$ cat config.mk
export PLATFORM = sky130hd
export DESIGN_NAME = binary_to_decimal_ascii
export DESIGN_NICKNAME = d
export VERILOG_FILES = /design/src/b2da_pkg.sv /design/src/b2da_cell.sv /design/src/binary_to_decimal_ascii.sv
export SDC_FILE = /design/constraint.sdc
export NUM_CORES = 1
export LEC_CHECK = 0
export ABC_AREA = 1
export BUFFER_PORTS_ARGS = -buffer_cell sky130_fd_sc_hd__buf_4
export CORE_MARGIN = 1.5
export CORE_UTILIZATION = 40
export CTS_CLUSTER_DIAMETER = 120
export DETAILED_ROUTE_END_ITERATION = 12
export PLACE_DENSITY_LB_ADDON = 0.3
export SYNTH_ARGS = -nofsm -noshare
export SYNTH_HDL_FRONTEND = slang
export SYNTH_HIERARCHICAL = 1
export SYNTH_SLANG_ARGS = --single-unit
$ cat constraint.sdc
create_clock -name clk -period 7.35 [get_ports clk]
set_input_delay 0.3675 -clock clk [delete_from_list [all_inputs] [get_ports clk]]
set_output_delay 0.3675 -clock clk [all_outputs]
set_load 0.02 [all_outputs]
$ cat src/b2da_pkg.sv
// ----------------------------------------------------------------------------
// b2da_pkg
// Shared types and constants of the binary to decimal ASCII converter.
// ----------------------------------------------------------------------------
package b2da_pkg;

    localparam int VALUE_W     = 64;
    localparam int VALUE_BITS  = 64;
    localparam int MAX_DIGITS  = 20;
    localparam int CHAR_W      = 6;
    localparam int COUNT_W     = 5;
    localparam int OUT_TDATA_W = 16;
    localparam int BIT_CNT_W   = (VALUE_BITS > 1) ? $clog2(VALUE_BITS) : 1;

    localparam logic [CHAR_W-1:0] ASCII_ZERO = CHAR_W'(48);

    typedef logic [3:0] digit_t;

    typedef enum logic [1:0] {
        OP_HOLD   = 2'd0,
        OP_CLEAR  = 2'd1,
        OP_DABBLE = 2'd2,
        OP_SHIFT  = 2'd3
    } cell_op_t;

    typedef enum logic [3:0] {
        ST_IDLE = 4'b0001,
        ST_CONV = 4'b0010,
        ST_TRIM = 4'b0100,
        ST_EMIT = 4'b1000
    } state_t;

endpackage

$ cat src/b2da_cell.sv
// ----------------------------------------------------------------------------
// b2da_cell
// One decimal digit of the converter chain: shift-add-3 step, digit move, clear or hold.
// ----------------------------------------------------------------------------
module b2da_cell (
    input  logic              clk,
    input  b2da_pkg::cell_op_t op,
    input  logic              bit_in,
    input  b2da_pkg::digit_t  digit_in,
    output logic              carry_out,
    output b2da_pkg::digit_t  digit_out
);
    import b2da_pkg::*;

    digit_t digit_reg;
    digit_t digit_next;
    digit_t adj;

    always_comb
    begin
        adj = (digit_reg >= 4'd5) ? digit_reg + 4'd3 : digit_reg;
    end

    always_comb
    begin
        unique case (op)
            OP_HOLD:   digit_next = digit_reg;
            OP_CLEAR:  digit_next = '0;
            OP_DABBLE: digit_next = {adj[2:0], bit_in};
            OP_SHIFT:  digit_next = digit_in;
            default:   digit_next = digit_reg;
        endcase
    end

    always_ff @(posedge clk)
    begin
        digit_reg <= digit_next;
    end

    assign carry_out = adj[3];
    assign digit_out = digit_reg;

endmodule

$ cat src/binary_to_decimal_ascii.sv
// A value is shifted into the digit chain bit by bit, most significant bit first, and then
// each suppressed leading zero is shifted out of the top digit before its first character
// is valid. Characters then leave one per cycle while m_tready holds.
// A new value is taken only after the last character of the previous one has left.
// Reset (rst_n low, asynchronous) returns the controller to idle; digits are not cleared.
// ----------------------------------------------------------------------------
// binary_to_decimal_ascii
// Converts an unsigned binary value to decimal ASCII characters, most
// significant first, through a chain of shift-add-3 digit cells.
// ----------------------------------------------------------------------------
module binary_to_decimal_ascii (
    input  logic                                clk,
    input  logic                                rst_n,
    input  logic                                s_tvalid,
    output logic                                s_tready,
    input  logic [b2da_pkg::VALUE_W-1:0]        s_tdata,  // [63:0] value
    output logic                                m_tvalid,
    input  logic                                m_tready,
    output logic [b2da_pkg::OUT_TDATA_W-1:0]    m_tdata,  // [5:0] digit_char, [10:6] digit_count
    output logic                                m_tlast   // last_digit
);
    import b2da_pkg::*;

    state_t                 state_reg, state_next;
    logic [VALUE_BITS-1:0]  value_reg, value_next;
    logic [BIT_CNT_W-1:0]   bit_cnt_reg, bit_cnt_next;
    logic [COUNT_W-1:0]     count_reg, count_next;
    logic [COUNT_W-1:0]     rem_reg, rem_next;
    logic                   ovf_reg, ovf_next;

    cell_op_t               cell_op;
    logic   [MAX_DIGITS-1:0] carry;
    digit_t [MAX_DIGITS-1:0] digit;
    digit_t                 top_digit;

    assign top_digit = digit[MAX_DIGITS-1];

    genvar gi;
    generate
        for (gi = 0; gi < MAX_DIGITS; gi++)
        begin : g_cell
            logic   cell_bit;
            digit_t cell_digit;
            if (gi == 0)
            begin : g_first
                assign cell_bit   = value_reg[VALUE_BITS-1];
                assign cell_digit = '0;
            end
            else
            begin : g_rest
                assign cell_bit   = carry[gi-1];
                assign cell_digit = digit[gi-1];
            end
            b2da_cell u_cell (
                .clk       (clk),
                .op        (cell_op),
                .bit_in    (cell_bit),
                .digit_in  (cell_digit),
                .carry_out (carry[gi]),
                .digit_out (digit[gi])
            );
        end
    endgenerate

    assign s_tready = (state_reg == ST_IDLE);
    assign m_tvalid = (state_reg == ST_EMIT);
    assign m_tlast  = (rem_reg == COUNT_W'(1));
    assign m_tdata  = {{(OUT_TDATA_W - CHAR_W - COUNT_W){1'b0}}, count_reg,
                       ASCII_ZERO + CHAR_W'(top_digit)};

    always_comb
    begin
        state_next   = state_reg;
        value_next   = value_reg;
        bit_cnt_next = bit_cnt_reg;
        count_next   = count_reg;
        rem_next     = rem_reg;
        ovf_next     = ovf_reg;
        cell_op      = OP_HOLD;
        unique case (state_reg)
            ST_IDLE:
            begin
                if (s_tvalid)
                begin
                    value_next   = s_tdata[VALUE_BITS-1:0];
                    bit_cnt_next = BIT_CNT_W'(VALUE_BITS - 1);
                    count_next   = COUNT_W'(MAX_DIGITS);
                    ovf_next     = 1'b0;
                    cell_op      = OP_CLEAR;
                    state_next   = ST_CONV;
                end
            end
            ST_CONV:
            begin
                cell_op    = OP_DABBLE;
                value_next = value_reg << 1;
                ovf_next   = ovf_reg | carry[MAX_DIGITS-1];
                if (bit_cnt_reg == '0)
                begin
                    state_next = ST_TRIM;
                end
                else
                begin
                    bit_cnt_next = bit_cnt_reg - 1'b1;
                end
            end
            ST_TRIM:
            begin
                if (ovf_reg || (top_digit != '0) || (count_reg == COUNT_W'(1)))
                begin
                    rem_next   = count_reg;
                    state_next = ST_EMIT;
                end
                else
                begin
                    cell_op    = OP_SHIFT;
                    count_next = count_reg - 1'b1;
                end
            end
            ST_EMIT:
            begin
                if (m_tready)
                begin
                    if (rem_reg == COUNT_W'(1))
                    begin
                        state_next = ST_IDLE;
                    end
                    else
                    begin
                        cell_op  = OP_SHIFT;
                        rem_next = rem_reg - 1'b1;
                    end
                end
            end
            default:
            begin
                state_next = ST_IDLE;
            end
        endcase
    end

    always_ff @(posedge clk or negedge rst_n)
    begin
        if (!rst_n)
        begin
            state_reg <= ST_IDLE;
        end
        else
        begin
            state_reg <= state_next;
        end
    end

    always_ff @(posedge clk)
    begin
        value_reg   <= value_next;
        bit_cnt_reg <= bit_cnt_next;
        count_reg   <= count_next;
        rem_reg     <= rem_next;
        ovf_reg     <= ovf_next;
    end

    a_char_is_digit: assert property (@(posedge clk) disable iff (!rst_n)
        m_tvalid |-> (top_digit <= 4'd9))
        else $error("Emitted character is not a decimal digit.");

    a_no_leading_zero: assert property (@(posedge clk) disable iff (!rst_n)
        $rose(m_tvalid) |-> (ovf_reg || (top_digit != '0) || (count_reg == COUNT_W'(1))))
        else $error("Run starts with a leading zero.");

    a_one_side_busy: assert property (@(posedge clk) disable iff (!rst_n)
        s_tready |-> !m_tvalid)
        else $error("New request accepted while characters are pending.");

    a_rem_in_range: assert property (@(posedge clk) disable iff (!rst_n)
        m_tvalid |-> ((rem_reg != '0) && (rem_reg <= count_reg)))
        else $error("Remaining character count out of range.");

    a_last_ends_run: assert property (@(posedge clk) disable iff (!rst_n)
        (m_tvalid && m_tready && m_tlast) |=> s_tready)
        else $error("Converter did not return to idle after the last character.");

endmodule

Yosys cells after proc, flatten, opt, wreduce, memory -nomap -nowiden
Cells that the tools add are included.
{"block": "totals", "register_bits": 165, "inputBits": 68}
{"block": "classes", "addsub": 24, "n_lt_le_gt_ge": 20, "n_eq_ne": 17, "muxes": 65, "bitwise": 1, "n_reduce_logical": 14}
{"op": "4-bit one-hot mux with 3 select lines", "count": 19}
{"op": "64-bit one-hot mux with 2 select lines", "count": 1}
{"op": "4-bit two-way mux", "count": 25}
{"op": "4-bit by 2-bit adder with 4-bit output, second input constant", "count": 20}
{"op": "4-bit by 3-bit >= comparator with 1-bit output, second input constant", "count": 20}
{"op": "64-bit two-way mux", "count": 1}
{"op": "5-bit two-way mux", "count": 5}
{"op": "5-bit one-hot mux with 2 select lines", "count": 2}
{"op": "4-bit one-hot mux with 4 select lines", "count": 1}
{"op": "6-bit two-way mux", "count": 2}
{"op": "2-bit != test, second input constant", "count": 6}
{"op": "6-bit one-hot mux with 2 select lines", "count": 1}
{"op": "5-bit by 1-bit == test with 1-bit output, second input constant", "count": 2}
{"op": "5-bit by 1-bit subtractor with 5-bit output, second input constant", "count": 2}
{"op": "2-bit one-hot mux with 4 select lines", "count": 1}
{"op": "4-bit one-hot mux with 2 select lines", "count": 1}
{"op": "5-bit by 5-bit adder with 6-bit output, first input constant", "count": 1}
{"op": "6-bit zero test", "count": 1}
{"op": "2-bit two-way mux", "count": 3}
{"op": "3-bit AND reduction", "count": 2}
{"op": "2-bit nonzero test", "count": 3}
{"op": "6-bit by 1-bit subtractor with 6-bit output, second input constant", "count": 1}
{"op": "5-bit AND reduction", "count": 1}
{"op": "2-bit == test, second input constant", "count": 2}
{"op": "15 further kinds", "count": 18}

Depth between registers and ports, before layout
Gate-level depths: netlist of run 1.
{"block": "logic_depth", "depth_word": 8, "mapped_depth": 13, "ltp_nobuf": 13}

By module
Netlist of run 1, hierarchy kept.
{"module": "b2da_cell", "n_inst": 20, "cells_per_inst": 38, "area_each_um2": 310.3}
{"module": "binary_to_decimal_ascii", "n_inst": 1, "cells_per_inst": 425, "area_each_um2": 3992.6}

Least setup slack after synthesis of run 1
Ideal clock, no wire load.
{"block": "synth_path", "path_type": "reg2reg", "startpoint": "register count_reg[1]", "endpoint": "register g_cell[0].u_cell.digit_reg[0] (enable)", "setup_ns": 0.298, "arrival_time_ns": 5.247, "setup_slack_ns": 1.804, "stages_incl_launch_ff": 11, "n_path_buf": 0, "cell_sequence": "edfxtp_1 -> inv_1 -> ha_1 -> inv_1 -> nor2_1 -> nand2_1 -> nand2_1 -> nor2_1 -> inv_1 -> nand3_1 -> or2_2"}
{"block": "synth_via", "elab_chain_len": 5}
{"element": "start: declaration", "line_no": "binary_to_decimal_ascii.sv:27", "rtl": "logic [COUNT_W-1:0] count_reg, count_next;"}
{"element": "start signal: assignment", "line_no": "binary_to_decimal_ascii.sv:158", "rtl": "count_reg <= count_next;"}
{"element": "5-bit by 1-bit == test with 1-bit output", "line_no": "binary_to_decimal_ascii.sv:109", "rtl": "if (ovf_reg || (top_digit != '0) || (count_reg == COUNT_W'(1)))"}
{"element": "1-bit logical OR", "line_no": "binary_to_decimal_ascii.sv:109"}
{"element": "2-bit two-way mux", "line_no": "binary_to_decimal_ascii.sv:109"}
{"element": "2-bit one-hot mux with 4 select lines", "line_no": "binary_to_decimal_ascii.sv:80", "rtl": "unique case (state_reg)"}
{"element": "named net cell_op[0]", "line_no": "binary_to_decimal_ascii.sv:31", "rtl": "cell_op_t cell_op;"}
{"element": "2-bit zero test", "line_no": "b2da_cell.sv:26", "rtl": "unique case (op)"}
{"element": "end signal: assignment", "line_no": "b2da_cell.sv:37", "rtl": "digit_reg <= digit_next;"}
{"element": "end: declaration", "line_no": "b2da_cell.sv:15", "rtl": "digit_t digit_reg;"}
The timed path passes the listed nets, and every way through them passes these cells.
A chain may end at the register's enable or synchronous reset.

Worst setup path after layout of run 1
{"block": "layout_path", "startpoint": "register count_reg[1]", "endpoint": "register g_cell[4].u_cell.digit_reg[3] (enable)"}
{"block": "layout_via", "elab_chain_len": 5}
{"element": "5-bit by 1-bit == test with 1-bit output", "line_no": "binary_to_decimal_ascii.sv:109"}
{"element": "1-bit logical OR", "line_no": "binary_to_decimal_ascii.sv:109"}
{"element": "2-bit two-way mux", "line_no": "binary_to_decimal_ascii.sv:109"}
{"element": "2-bit one-hot mux with 4 select lines", "line_no": "binary_to_decimal_ascii.sv:80"}
{"element": "named net cell_op[0]", "line_no": "binary_to_decimal_ascii.sv:31"}
{"element": "2-bit zero test", "line_no": "b2da_cell.sv:26"}
{"element": "end signal: assignment", "line_no": "b2da_cell.sv:37"}
{"element": "end: declaration", "line_no": "b2da_cell.sv:15"}
The timed path passes the listed nets, and every way through them passes these cells.

==> impl_summary.txt, run 1 <==
----------------------------------------------------
[Run status]
  Outcome ... completed

[Pwr]
  Power Dens Cells ... 444 nW/µm²
  Worst IR drop on VDD ... 211 µV
  Total leakage power ... 5.26 nW

[Drt]
  Post-detailed-route via-to-cell ratio ... 4.90
  Number of design-rule violations left by the first detailed-router iteration ... 542
  Count of nets left with antenna violations after detail routing ... 0
  Final routed DRC violation total ... 0
  Vias ... 7939
  Iteration count of the initial detailed-routing pass ... 4
  Total routed wirelength ... 19900 µm
  Average wire per standard cell ... 12.3 µm

[Worst setup path]
  Cell type of the slowest stage on the worst timing path ... sky130_fd_sc_hd__nand3_4
  Critical path cell sequence ... inv_1 > ha_1 > inv_1 > nor2_1 > nand2_1 > nand2_1 > nor2_1 > inv_1 > nand3_4 > buf_4 > or2_2
  Arrival time reported for the critical path endpoint ... 3400 ps
  Category of the most critical setup path ... register to register
  Worst R2R Path Depth ... 11
  Critical path's largest stage delay ... 710 ps
  Crit-path max FO ... 66
  Sort of element at the end of the critical path ... register
  Timing startpoint of the critical path ... count_reg[1]$_SDFFCE_PN0P_
  Most frequent cell on the critical path ... sky130_fd_sc_hd__inv_1
  Required @ worst endpoint ... 7530 ps
  Reg2Reg Launch Point ... count_reg[1]$_SDFFCE_PN0P_
  Category of the worst setup path launch point ... register

[Logic synthesis]
  Area of the mapped netlist ... 10200 µm²
  Post-synthesis instance total ... 1185
  Warning count from the yosys run ... 6
  Mean area per synthesized cell ... 8.61 µm²
  Register bit total from synthesis ... 165
  Sequential fraction of the synthesis area ... 48.4%
  Number of different library cells in the post-synthesis netlist ... 27

[CTS]
  Clock Latency Late Sink ... 440 ps
  Number of instances resized during post-cts repair ... 0
  TritonCTS clock tree ... done
  Clock slew at reported path FFs ... 80 ps
  Depth of the CTS H-tree ... 4
  Number of buffers inserted during clock tree synthesis ... 17
  Largest buffer count on any clock path ... 2
  Clock root buffer ... sky130_fd_sc_hd__clkbuf_16
  Number of sinks handled by clock tree synthesis ... 165

[Placed design]
  HPWL Detailed ... 13800 µm
  IO buf count ... 79
  Placer congestion estimate ... 0.803
  Area after DPL ... 11200 µm²

[Global routing]
  Initial antenna violation count ... 0
  GRT Resource Usage Total ... 15.3%
  Via count of the first global-routing pass ... 7207
  Remaining global-route overflow ... 0
  Largest net degree at the start of global routing ... 81
  Global-route wire length before repair ... 33000 µm

[STA]
  Hold Fails Final Rpt ... 0
  Setup TNS ... 0 ps
  Fin Clk Skew ... 12.6 ps
  Pins Over Slew Limit ... 0
  Fin crit period ... 3220 ps
  Count of endpoints failing setup in the final report ... 0
  Slew headroom ... 40.1%
  Setup repair after global routing missed its margin ... false
  Max Freq ... 310 MHz
  Worst-Margin Slew ... 899 ps
  Share of the clock period used by the worst path ... 43.9%

[Die]
  # rows ... 58
  Die extent in y ... 163 µm
  Placeable core area ... 25100 µm²
  Total I/O pin count ... 87
  Width of the die ... 163 µm
  Die area ... 26500 µm²
  Starting utilization of the core area ... 40.6%

[Cells and area]
  Post-route design area ... 11800 µm²
  Max reg flops ... 80
  Area growth, synth to finish ... 15.3%
  Post-layout nets ... 1391
  Share of final-layout standard cells stronger than drive strength 1 ... 20.6%
  Fill count ... 2408
  Antenna Cells ... 0

[Worst hold path]
  Hold path startpoint ... s_tdata[30]
  Hold path depth ... 3
  Path category of the worst min-delay check ... primary input to register

[Run]
  Max_cap viols ... 0

----------------------------------------------------
[where the power goes]
group,internal (mW),switching (mW),total (mW)
Combinational,0.769,1.53,2.30
Sequential,1.70,0.346,2.04
Clock,0.454,0.418,0.873
Total,2.92,2.30,5.22
[cells in the final DEF (no fill, tap or decap), drive strengths merged, types with 23 or more instances in the layout]
cell type,synthesis,routed
nand2,469,469
nand3,169,169
edfxtp,161,161
inv,125,134
buf,21,84
nor2,48,48
ha,46,46
nand4,41,41
o21ai,28,28
a21oi,23,23
[synth_stat cells]
master | instances | area, µm²
sky130_fd_sc_hd__buf_2 | 11 | 55.1
sky130_fd_sc_hd__nand2_1 | 429 | 1610
sky130_fd_sc_hd__nor3_1 | 2 | 10.0
sky130_fd_sc_hd__nand3_2 | 20 | 200
sky130_fd_sc_hd__ha_1 | 46 | 576
sky130_fd_sc_hd__o21ai_1 | 20 | 100
sky130_fd_sc_hd__nor2_4 | 21 | 236
sky130_fd_sc_hd__xnor2_1 | 4 | 35.0
sky130_fd_sc_hd__dfstp_2 | 1 | 26.3
sky130_fd_sc_hd__nor2_2 | 2 | 12.5
sky130_fd_sc_hd__edfxtp_1 | 161 | 4830
sky130_fd_sc_hd__nand4_1 | 41 | 257
sky130_fd_sc_hd__buf_6 | 2 | 22.5
sky130_fd_sc_hd__or2_2 | 20 | 125
sky130_fd_sc_hd__nand3_1 | 149 | 746
sky130_fd_sc_hd__buf_4 | 8 | 60.1
sky130_fd_sc_hd__conb_1 | 2 | 7.51
sky130_fd_sc_hd__nor2_1 | 25 | 93.8
sky130_fd_sc_hd__nand3b_1 | 1 | 7.51
sky130_fd_sc_hd__a21oi_1 | 23 | 115
sky130_fd_sc_hd__inv_1 | 102 | 383
sky130_fd_sc_hd__a21boi_2 | 20 | 225
sky130_fd_sc_hd__dfrtp_1 | 3 | 75.1
sky130_fd_sc_hd__o21ai_0 | 8 | 40.0
sky130_fd_sc_hd__inv_2 | 23 | 86.3
sky130_fd_sc_hd__xor2_1 | 1 | 8.76
sky130_fd_sc_hd__nand2_2 | 40 | 250
[final timing paths]
check                           slack, ps                                 endpoint
worst min register to register        520                   value_reg[2]$_DFFE_PP_
min in group asynchronous             270                 state_reg[2]$_DFFE_PN0P_
worst max register to register       4130  g_cell[4].u_cell/digit_out[3]$_DFFE_PP_
worst max-delay path                 4130  g_cell[4].u_cell/digit_out[3]$_DFFE_PP_
worst min-delay path                  190                  value_reg[30]$_DFFE_PP_
max in group asynchronous            6890                 state_reg[0]$_DFFE_PN1P_
[worst max-delay path, delay by kind of cell (launching register included)]
kind                       cells  cell delay, ps
buffers and inverters          4             980
adders and majority gates      1             140
and+or+nand+nor                6            1380
DFF                            1             450
[timing repair]
action                    4_1_cts  5_1_grt
hold endpoints to repair        4        0
hold buffers                    1        0
setup buffers                   0        0
[area by class of cell]
cell class	instances	area (µm²)	share of cell area [%]
Clock buffer	17	425	3.62
Sequential cell	165	4940	42.0
Tap cell	330	413	3.51
Inverter	125	469	3.99
Timing Repair Buffer	85	641	5.45
Clock inverter	15	155	1.32
Multi-Input combinational cell	883	4720	40.1
[layer usage]
layer | up-vias | share of wire (%) | track usage [%]
met3 | 10 | 2.8 | 3.00
met1 | 3690 | 47 | 19.9
met2 | 101 | 49 | 25.9
met4 | 0 | 0.67 | 4.09
li1 | 4138 | - | -
met5 | - | 0 | 0
[cell families (layout without fill, tap and decap cells)]
group	count (synthesis)	count (layout)	share of synthesized area, %
AOI/OAI and AO/OA	71	71	4.71
xor gates and xnor gates	5	5	0.429
adders and majority gates	46	46	5.64
buffers and inverters	146	242	5.95
DFF	165	165	48.4
other	2	11	0.0736
and+or+nand+nor	750	750	34.8
[metrics by stage]
step | total power [mW] | worst slack, ps | instances | hold slack (ps) | util [%]
after floorplan | 3.86 | 1800 | 1194 | 71.9 | -
after global placement | 4.30 | 4190 | 1587 | 168 | 44.5
after global routing | 5.66 | 3790 | 1620 | 178 | 46.8
after detailed placement | 4.36 | 4120 | 1587 | 169 | 44.5
final | 5.22 | 4130 | 1620 | 191 | 46.8
after CTS | 5.26 | 4130 | 1620 | 168 | 46.8
No activity file was read; power rests on OpenSTA's default activity.
==> inputs of run 2 (changes only) <==
==> constraint.sdc (replaced) <==
create_clock -name clk -period 2.84 [get_ports clk]
set_input_delay 0.142 -clock clk [delete_from_list [all_inputs] [get_ports clk]]
set_output_delay 0.142 -clock clk [all_outputs]
set_load 0.02 [all_outputs]
==> run 2 against run 1 <==
Effect of this change: clock power increased to 2.7 times the previous value; critical path depth unchanged; wire length increased by 4.8%; flip-flop and latch count unchanged; register-to-register slack got worse by 3600 ps; worst hold slack got worse by 180 ps; combinational power increased to 2.7 times the previous value; sequential share of layout area decreased by 2.6 points.
==> impl_summary.txt, run 2 (same netlist as run 1, synthesis figures left out) <==
----------------------------------------------------
[STA]
  Hold Fails Final Rpt ... 0
  Setup TNS ... 0 ps
  Share of the clock period used by the worst path ... 81.8%
  Pins Over Slew Limit ... 0
  Worst-Margin Slew ... 840 ps
  Max Freq ... 431 MHz
  Fin crit period ... 2320 ps
  Slew headroom ... 44.0%
  Worst-case setup margin in the final layout ... 518 ps
  Count of endpoints failing setup in the final report ... 0
  Fin Clk Skew ... 15.0 ps
  Setup repair after global routing missed its margin ... false

[CTS]
  Number of sinks handled by clock tree synthesis ... 165
  Largest buffer count on any clock path ... 2
  Number of buffers inserted during clock tree synthesis ... 17
  Clock slew at reported path FFs ... 70 ps
  TritonCTS clock tree ... done
  Clock Latency Late Sink ... 440 ps
  Depth of the CTS H-tree ... 4
  Post-CTS setup buffer count ... 0
  Clock root buffer ... sky130_fd_sc_hd__clkbuf_16

[Worst hold path]
  Path category of the worst min-delay check ... primary input to register
  Hold path startpoint ... s_tvalid

[Run]
  Max_cap viols ... 0

[Worst setup path]
  Arrival time reported for the critical path endpoint ... 2510 ps
  Cell type of the slowest stage on the worst timing path ... sky130_fd_sc_hd__edfxtp_1
  Category of the worst setup path launch point ... register
  Critical path's largest stage delay ... 400 ps
  Crit-path max FO ... 60
  Cell family with the largest share of critical-path delay ... simple AND/OR/NAND/NOR gates
  Critical path cell sequence ... inv_1 > ha_1 > inv_1 > nor2_1 > nand2_1 > nand2_1 > inv_1 > nand2_1 > nand3_4 > buf_12 > or2_4
  Category of the most critical setup path ... register to register
  Timing startpoint of the critical path ... rem_reg[1]$_DFFE_PP_
  Required @ worst endpoint ... 3030 ps
  WP buf/inv ... 4
  Sort of element at the end of the critical path ... register
  Reg2Reg Launch Point ... rem_reg[1]$_DFFE_PP_

[Cells and area]
  Area growth, synth to finish ... 22.9%
  Commonest cells after routing, fill and taps aside ... sky130_fd_sc_hd__nand2_1, sky130_fd_sc_hd__edfxtp_1, sky130_fd_sc_hd__nand3_1, sky130_fd_sc_hd__inv_1, sky130_fd_sc_hd__buf_4
  Commonest non-fill, non-tap cell in the layout ... sky130_fd_sc_hd__nand2_1
  Antenna Cells ... 0
  Post-route design area ... 12500 µm²
  Post-layout nets ... 1457
  Share of final-layout standard cells stronger than drive strength 1 ... 19.8%
  Max reg flops ... 80
  Number of standard cells in the final layout excluding fillers ... 1686

[Drt]
  Vias ... 8199
  Iteration count of the initial detailed-routing pass ... 7
  Count of nets left with antenna violations after detail routing ... 0
  Final routed DRC violation total ... 0
  Post-detailed-route via-to-cell ratio ... 4.86
  Average wire per standard cell ... 12.4 µm
  Total routed wirelength ... 20900 µm
  Number of design-rule violations left by the first detailed-router iteration ... 538

[Die]
  Width of the die ... 163 µm
  Die area ... 26500 µm²
  Starting utilization of the core area ... 40.6%
  Total I/O pin count ... 87
  Die extent in y ... 163 µm
  Placeable core area ... 25100 µm²
  # rows ... 58

[Placed design]
  Worst slack after detailed placement ... 560 ps
  IO buf count ... 79
  HPWL Detailed ... 13500 µm
  Placer congestion estimate ... 0.831
  Area after DPL ... 11300 µm²
  Total instance count after detailed placement ... 1589

[Pwr]
  Total leakage power ... 5.56 nW
  Worst IR drop on VDD ... 479 µV
  Power Dens Cells ... 1110 nW/µm²
  Total power draw ... 13.9 mW

[Global routing]
  Global-route wire length before repair ... 35700 µm
  GRT Resource Usage Total ... 16.2%
  Remaining global-route overflow ... 0
  Largest net degree at the start of global routing ... 66
  Initial antenna violation count ... 0
  Via count of the first global-routing pass ... 7879

[Run status]
  Outcome ... completed

----------------------------------------------------
==> run 2: worst register-to-register path, cell delays in order (launching register included) <==
cell                       delay, ps
sky130_fd_sc_hd__edfxtp_1        400
sky130_fd_sc_hd__inv_1            90
sky130_fd_sc_hd__ha_1            140
sky130_fd_sc_hd__inv_1            30
sky130_fd_sc_hd__nor2_1           80
sky130_fd_sc_hd__nand2_1          90
sky130_fd_sc_hd__nand2_1         100
sky130_fd_sc_hd__inv_1            50
sky130_fd_sc_hd__nand2_1         170
sky130_fd_sc_hd__nand3_4         290
sky130_fd_sc_hd__buf_12          300
sky130_fd_sc_hd__or2_4           340
==> run 2: path summary, 6_finish.rpt <==
| check | endpoint | slack [ps] | depth (start not counted) |
|---|---|---|---|
| setup / recovery | g_cell[1].u_cell/digit_out[3]$_DFFE_PP_ | 520 | 11 |
| hold / removal | state_reg[0]$_DFFE_PN1P_ | 10 | 4 |
| setup reg to reg | g_cell[1].u_cell/digit_out[3]$_DFFE_PP_ | 520 | 11 |
| hold reg to reg | value_reg[49]$_DFFE_PP_ | 520 | 2 |
| max in group asynchronous | state_reg[0]$_DFFE_PN1P_ | 2600 | 2 |
| min in group asynchronous | state_reg[3]$_DFFE_PN0P_ | 50 | 2 |
==> run 2: layer usage <==
layer / track usage, % / routed length, µm / vias to the layer above
met3: 3.11 / 673 / 15
met5: 0 / 0 / -
met2: 28.3 / 10400 / 142
li1: - / - / 4267
met1: 20.9 / 9610 / 3775
met4: 3.54 / 216 / 0
==> run 2: report_power, final <==
group          switching [mW]  total (mW)  internal (mW)
combinational            4.04        6.29           2.25
clock                    1.14        2.34           1.20
sequential              0.895        5.28           4.39
total                    6.08        13.9           7.83
==> run 2: layout make-up <==
type	instances	area, µm²
clock buffers	17	425
multi-input cells	883	4770
inverters	125	469
well taps	330	413
clock inverters	15	179
repair buffers	151	1350
fillers	2351	12600
flip-flops and latches	165	4940
==> run 2: timing repair <==
item | in CTS | in global routing
resized for setup | 0 | 0
hold buffers | 64 | 1
hold endpoints to repair | 67 | 1
==> run 2: metrics by stage <==
stage / hold slack (ps) / utilization (%)
6_report: 11.5 / 49.9
5_1_grt: 29.8 / 49.9
4_1_cts: 3.57 / 49.9
3_5_place_dp: -60.7 / 44.9
3_3_place_gp: -60.9 / 44.9
2_1_floorplan: -154 / -
==> inputs of run 3 (changes only) <==
==> constraint.sdc (replaced) <==
create_clock -name clk -period 2.1 [get_ports clk]
set_input_delay 0.105 -clock clk [delete_from_list [all_inputs] [get_ports clk]]
set_output_delay 0.105 -clock clk [all_outputs]
set_load 0.02 [all_outputs]
==> run 3 against run 2 <==
Effect of this change: non-clock buffer count rose by 46; worst hold slack worse by 5.3 ps; critical endpoint is now g_cell[12].u_cell/digit_out[0]$_DFFE_PP_; power rose by 49%; wire length rose by 13%; register-to-register slack worse by 530 ps; the run now ends with setup timing left; critical path depth is 1 higher; largest cell class is now multi-input combinational cells.
==> impl_summary.txt, run 3 (same netlist as run 1, synthesis figures left out) <==
----------------------------------------------------
[Run status]
  Outcome ... finished with violations
  Failing checks ... setup timing

[Worst setup path]
  Required @ worst endpoint ... 2290 ps
  Category of the most critical setup path ... register to register
  Crit-path max FO ... 7
  Category of the worst setup path launch point ... register
  Arrival time reported for the critical path endpoint ... 2300 ps
  Sort of element at the end of the critical path ... register

[Placed design]
  Placer congestion estimate ... 0.812
  HPWL Detailed ... 14100 µm
  IO buf count ... 79

[Cells and area]
  Antenna Cells ... 0
  Area growth, synth to finish ... 32.4%
  Commonest cells after routing, fill and taps aside ... sky130_fd_sc_hd__nand2_1, sky130_fd_sc_hd__edfxtp_1, sky130_fd_sc_hd__nand3_1, sky130_fd_sc_hd__buf_4, sky130_fd_sc_hd__inv_1
  Share of final-layout standard cells stronger than drive strength 1 ... 26.5%
  FF+latch area ... 4940 µm²
  Post-layout nets ... 1503
  Final core utilization ... 53.8%
  Max reg flops ... 80
  Fill count ... 2255
  Commonest non-fill, non-tap cell in the layout ... sky130_fd_sc_hd__nand2_1
  Area of the multi-input gates ... 5040 µm²

[Die]
  Width of the die ... 163 µm
  Starting utilization of the core area ... 40.6%
  Die area ... 26500 µm²
  Die extent in y ... 163 µm
  Placeable core area ... 25100 µm²
  Total I/O pin count ... 87
  # rows ... 58

[Drt]
  Average wire per standard cell ... 13.6 µm
  Vias ... 8614
  Iteration count of the initial detailed-routing pass ... 5
  Total routed wirelength ... 23600 µm
  Count of nets left with antenna violations after detail routing ... 0
  Post-detailed-route via-to-cell ratio ... 4.97
  Number of design-rule violations left by the first detailed-router iteration ... 601
  Final routed DRC violation total ... 0

[STA]
  Worst-case setup margin in the final layout ... -15.7 ps
  Fin Clk Skew ... 14.1 ps
  Pins Over Slew Limit ... 0
  Count of endpoints failing setup in the final report ... 44
  Share of the clock period used by the worst path ... 101%
  Fin crit period ... 2120 ps
  Max Freq ... 473 MHz
  Setup TNS ... -510 ps
  Setup repair after global routing missed its margin ... true
  Hold Fails Final Rpt ... 0

[Global routing]
  Initial antenna violation count ... 0
  Remaining global-route overflow ... 0
  Via count of the first global-routing pass ... 7946
  GRT Resource Usage Total ... 16.2%
  Largest net degree at the start of global routing ... 72
  Global-route wire length before repair ... 35300 µm

[Worst hold path]
  Path category of the worst min-delay check ... primary input to asynchronous set/reset pin

[Pwr]
  Worst IR drop on VDD ... 722 µV
  Power Dens Cells ... 1530 nW/µm²
  Total leakage power ... 5.90 nW

[CTS]
  Number of sinks handled by clock tree synthesis ... 165
  Depth of the CTS H-tree ... 4
  Number of buffers inserted during clock tree synthesis ... 17
  TritonCTS clock tree ... done
  Clock root buffer ... sky130_fd_sc_hd__clkbuf_16
  Clock slew at reported path FFs ... 70 ps
  Largest buffer count on any clock path ... 2
  Clock Latency Late Sink ... 430 ps

[Run]
  Max_cap viols ... 0

----------------------------------------------------
## run 3: cell types whose count changed in the layout (fill, tap and decap cells not counted), moves of 4 or more
cell	before	now
sky130_fd_sc_hd__inv_6	2	7
sky130_fd_sc_hd__clkbuf_16	17	26
sky130_fd_sc_hd__inv_4	0	5
sky130_fd_sc_hd__nand2_2	41	45
sky130_fd_sc_hd__inv_8	7	1
sky130_fd_sc_hd__buf_12	4	12
sky130_fd_sc_hd__nand3_2	20	65
sky130_fd_sc_hd__inv_1	101	97
sky130_fd_sc_hd__nand3_1	147	102
sky130_fd_sc_hd__nand2_1	428	422
sky130_fd_sc_hd__buf_4	82	100
sky130_fd_sc_hd__clkinv_8	4	0
sky130_fd_sc_hd__buf_6	0	5
## run 3: cell type report
| type | count | share of cell area [%] |
|---|---|---|
| Tap cell | 330 | 3.06 |
| Clock buffer | 17 | 3.15 |
| Multi-Input combinational cell | 883 | 37.3 |
| Clock inverter | 15 | 1.22 |
| Sequential cell | 165 | 36.6 |
| Inverter | 125 | 3.64 |
| Timing Repair Buffer | 197 | 15.1 |
## run 3: where the power goes
group | leakage (nW) | internal (mW) | switching, mW
Clock | 0.285 | 1.78 | 1.40
Sequential | 1.57 | 5.92 | 1.24
Combinational | 4.05 | 4.12 | 6.24
## run 3: timing repair
action | CTS | global route
resized for setup | 1 | 84
hold buffers | 66 | 0
endpoints found under the hold margin | 69 | 0
setup buffers | 0 | 12
gates cloned | 0 | 14
pin swaps | 0 | 35
endpoints found under the setup margin | 26 | 160
## run 3: path summary, 6_finish.rpt
check	slack [ps]	to	cells after the start	from
max in group asynchronous	1900	state_reg[0]$_DFFE_PN1P_	2	rst_n
hold / removal	6	state_reg[1]$_DFFE_PN0P_	2	rst_n
min in group clk	80	state_reg[3]$_DFFE_PN0P_	4	m_tready
setup / recovery	-20	g_cell[12].u_cell/digit_out[0]$_DFFE_PP_	12	rem_reg[1]$_DFFE_PP_
setup reg to reg	-20	g_cell[12].u_cell/digit_out[0]$_DFFE_PP_	12	rem_reg[1]$_DFFE_PP_
hold reg to reg	520	value_reg[32]$_DFFE_PP_	2	value_reg[31]$_DFFE_PP_
## run 3: critical path: stages, from the launching register on
cell and delay [ps]:
sky130_fd_sc_hd__edfxtp_1 410, sky130_fd_sc_hd__inv_2 100, sky130_fd_sc_hd__ha_4 130, sky130_fd_sc_hd__inv_2 30, sky130_fd_sc_hd__nor2_2 100, sky130_fd_sc_hd__nand2_2 70
sky130_fd_sc_hd__nand2_2 80, sky130_fd_sc_hd__inv_2 50, sky130_fd_sc_hd__nand2_4 90, sky130_fd_sc_hd__nand3_4 180, sky130_fd_sc_hd__buf_12 190, sky130_fd_sc_hd__clkbuf_16 150
sky130_fd_sc_hd__or2_4 280
## run 3: routing by layer
layer	routed length, µm	GRT usage (%)
met1	10800	21.2
met2	11900	27.7
met3	791	3.00
met4	190	3.71
met5	0	0
## run 3: stage by stage
step / std cells / worst slack [ps] / power, mW / hold WS [ps] / cell area [µm²]
global route: 1732 / -111 / 22.2 / 10.8 / 13500
detailed placement: 1608 / -30.5 / 16.0 / -96.7 / 11500
floorplan: 1194 / -835 / 13.6 / -191 / 10300
finish: 1732 / -15.7 / 20.7 / 6.23 / 13500
global placement: 1608 / 62.1 / 15.8 / -98.2 / 11500
CTS: 1706 / 10.1 / 19.4 / 14.6 / 12800
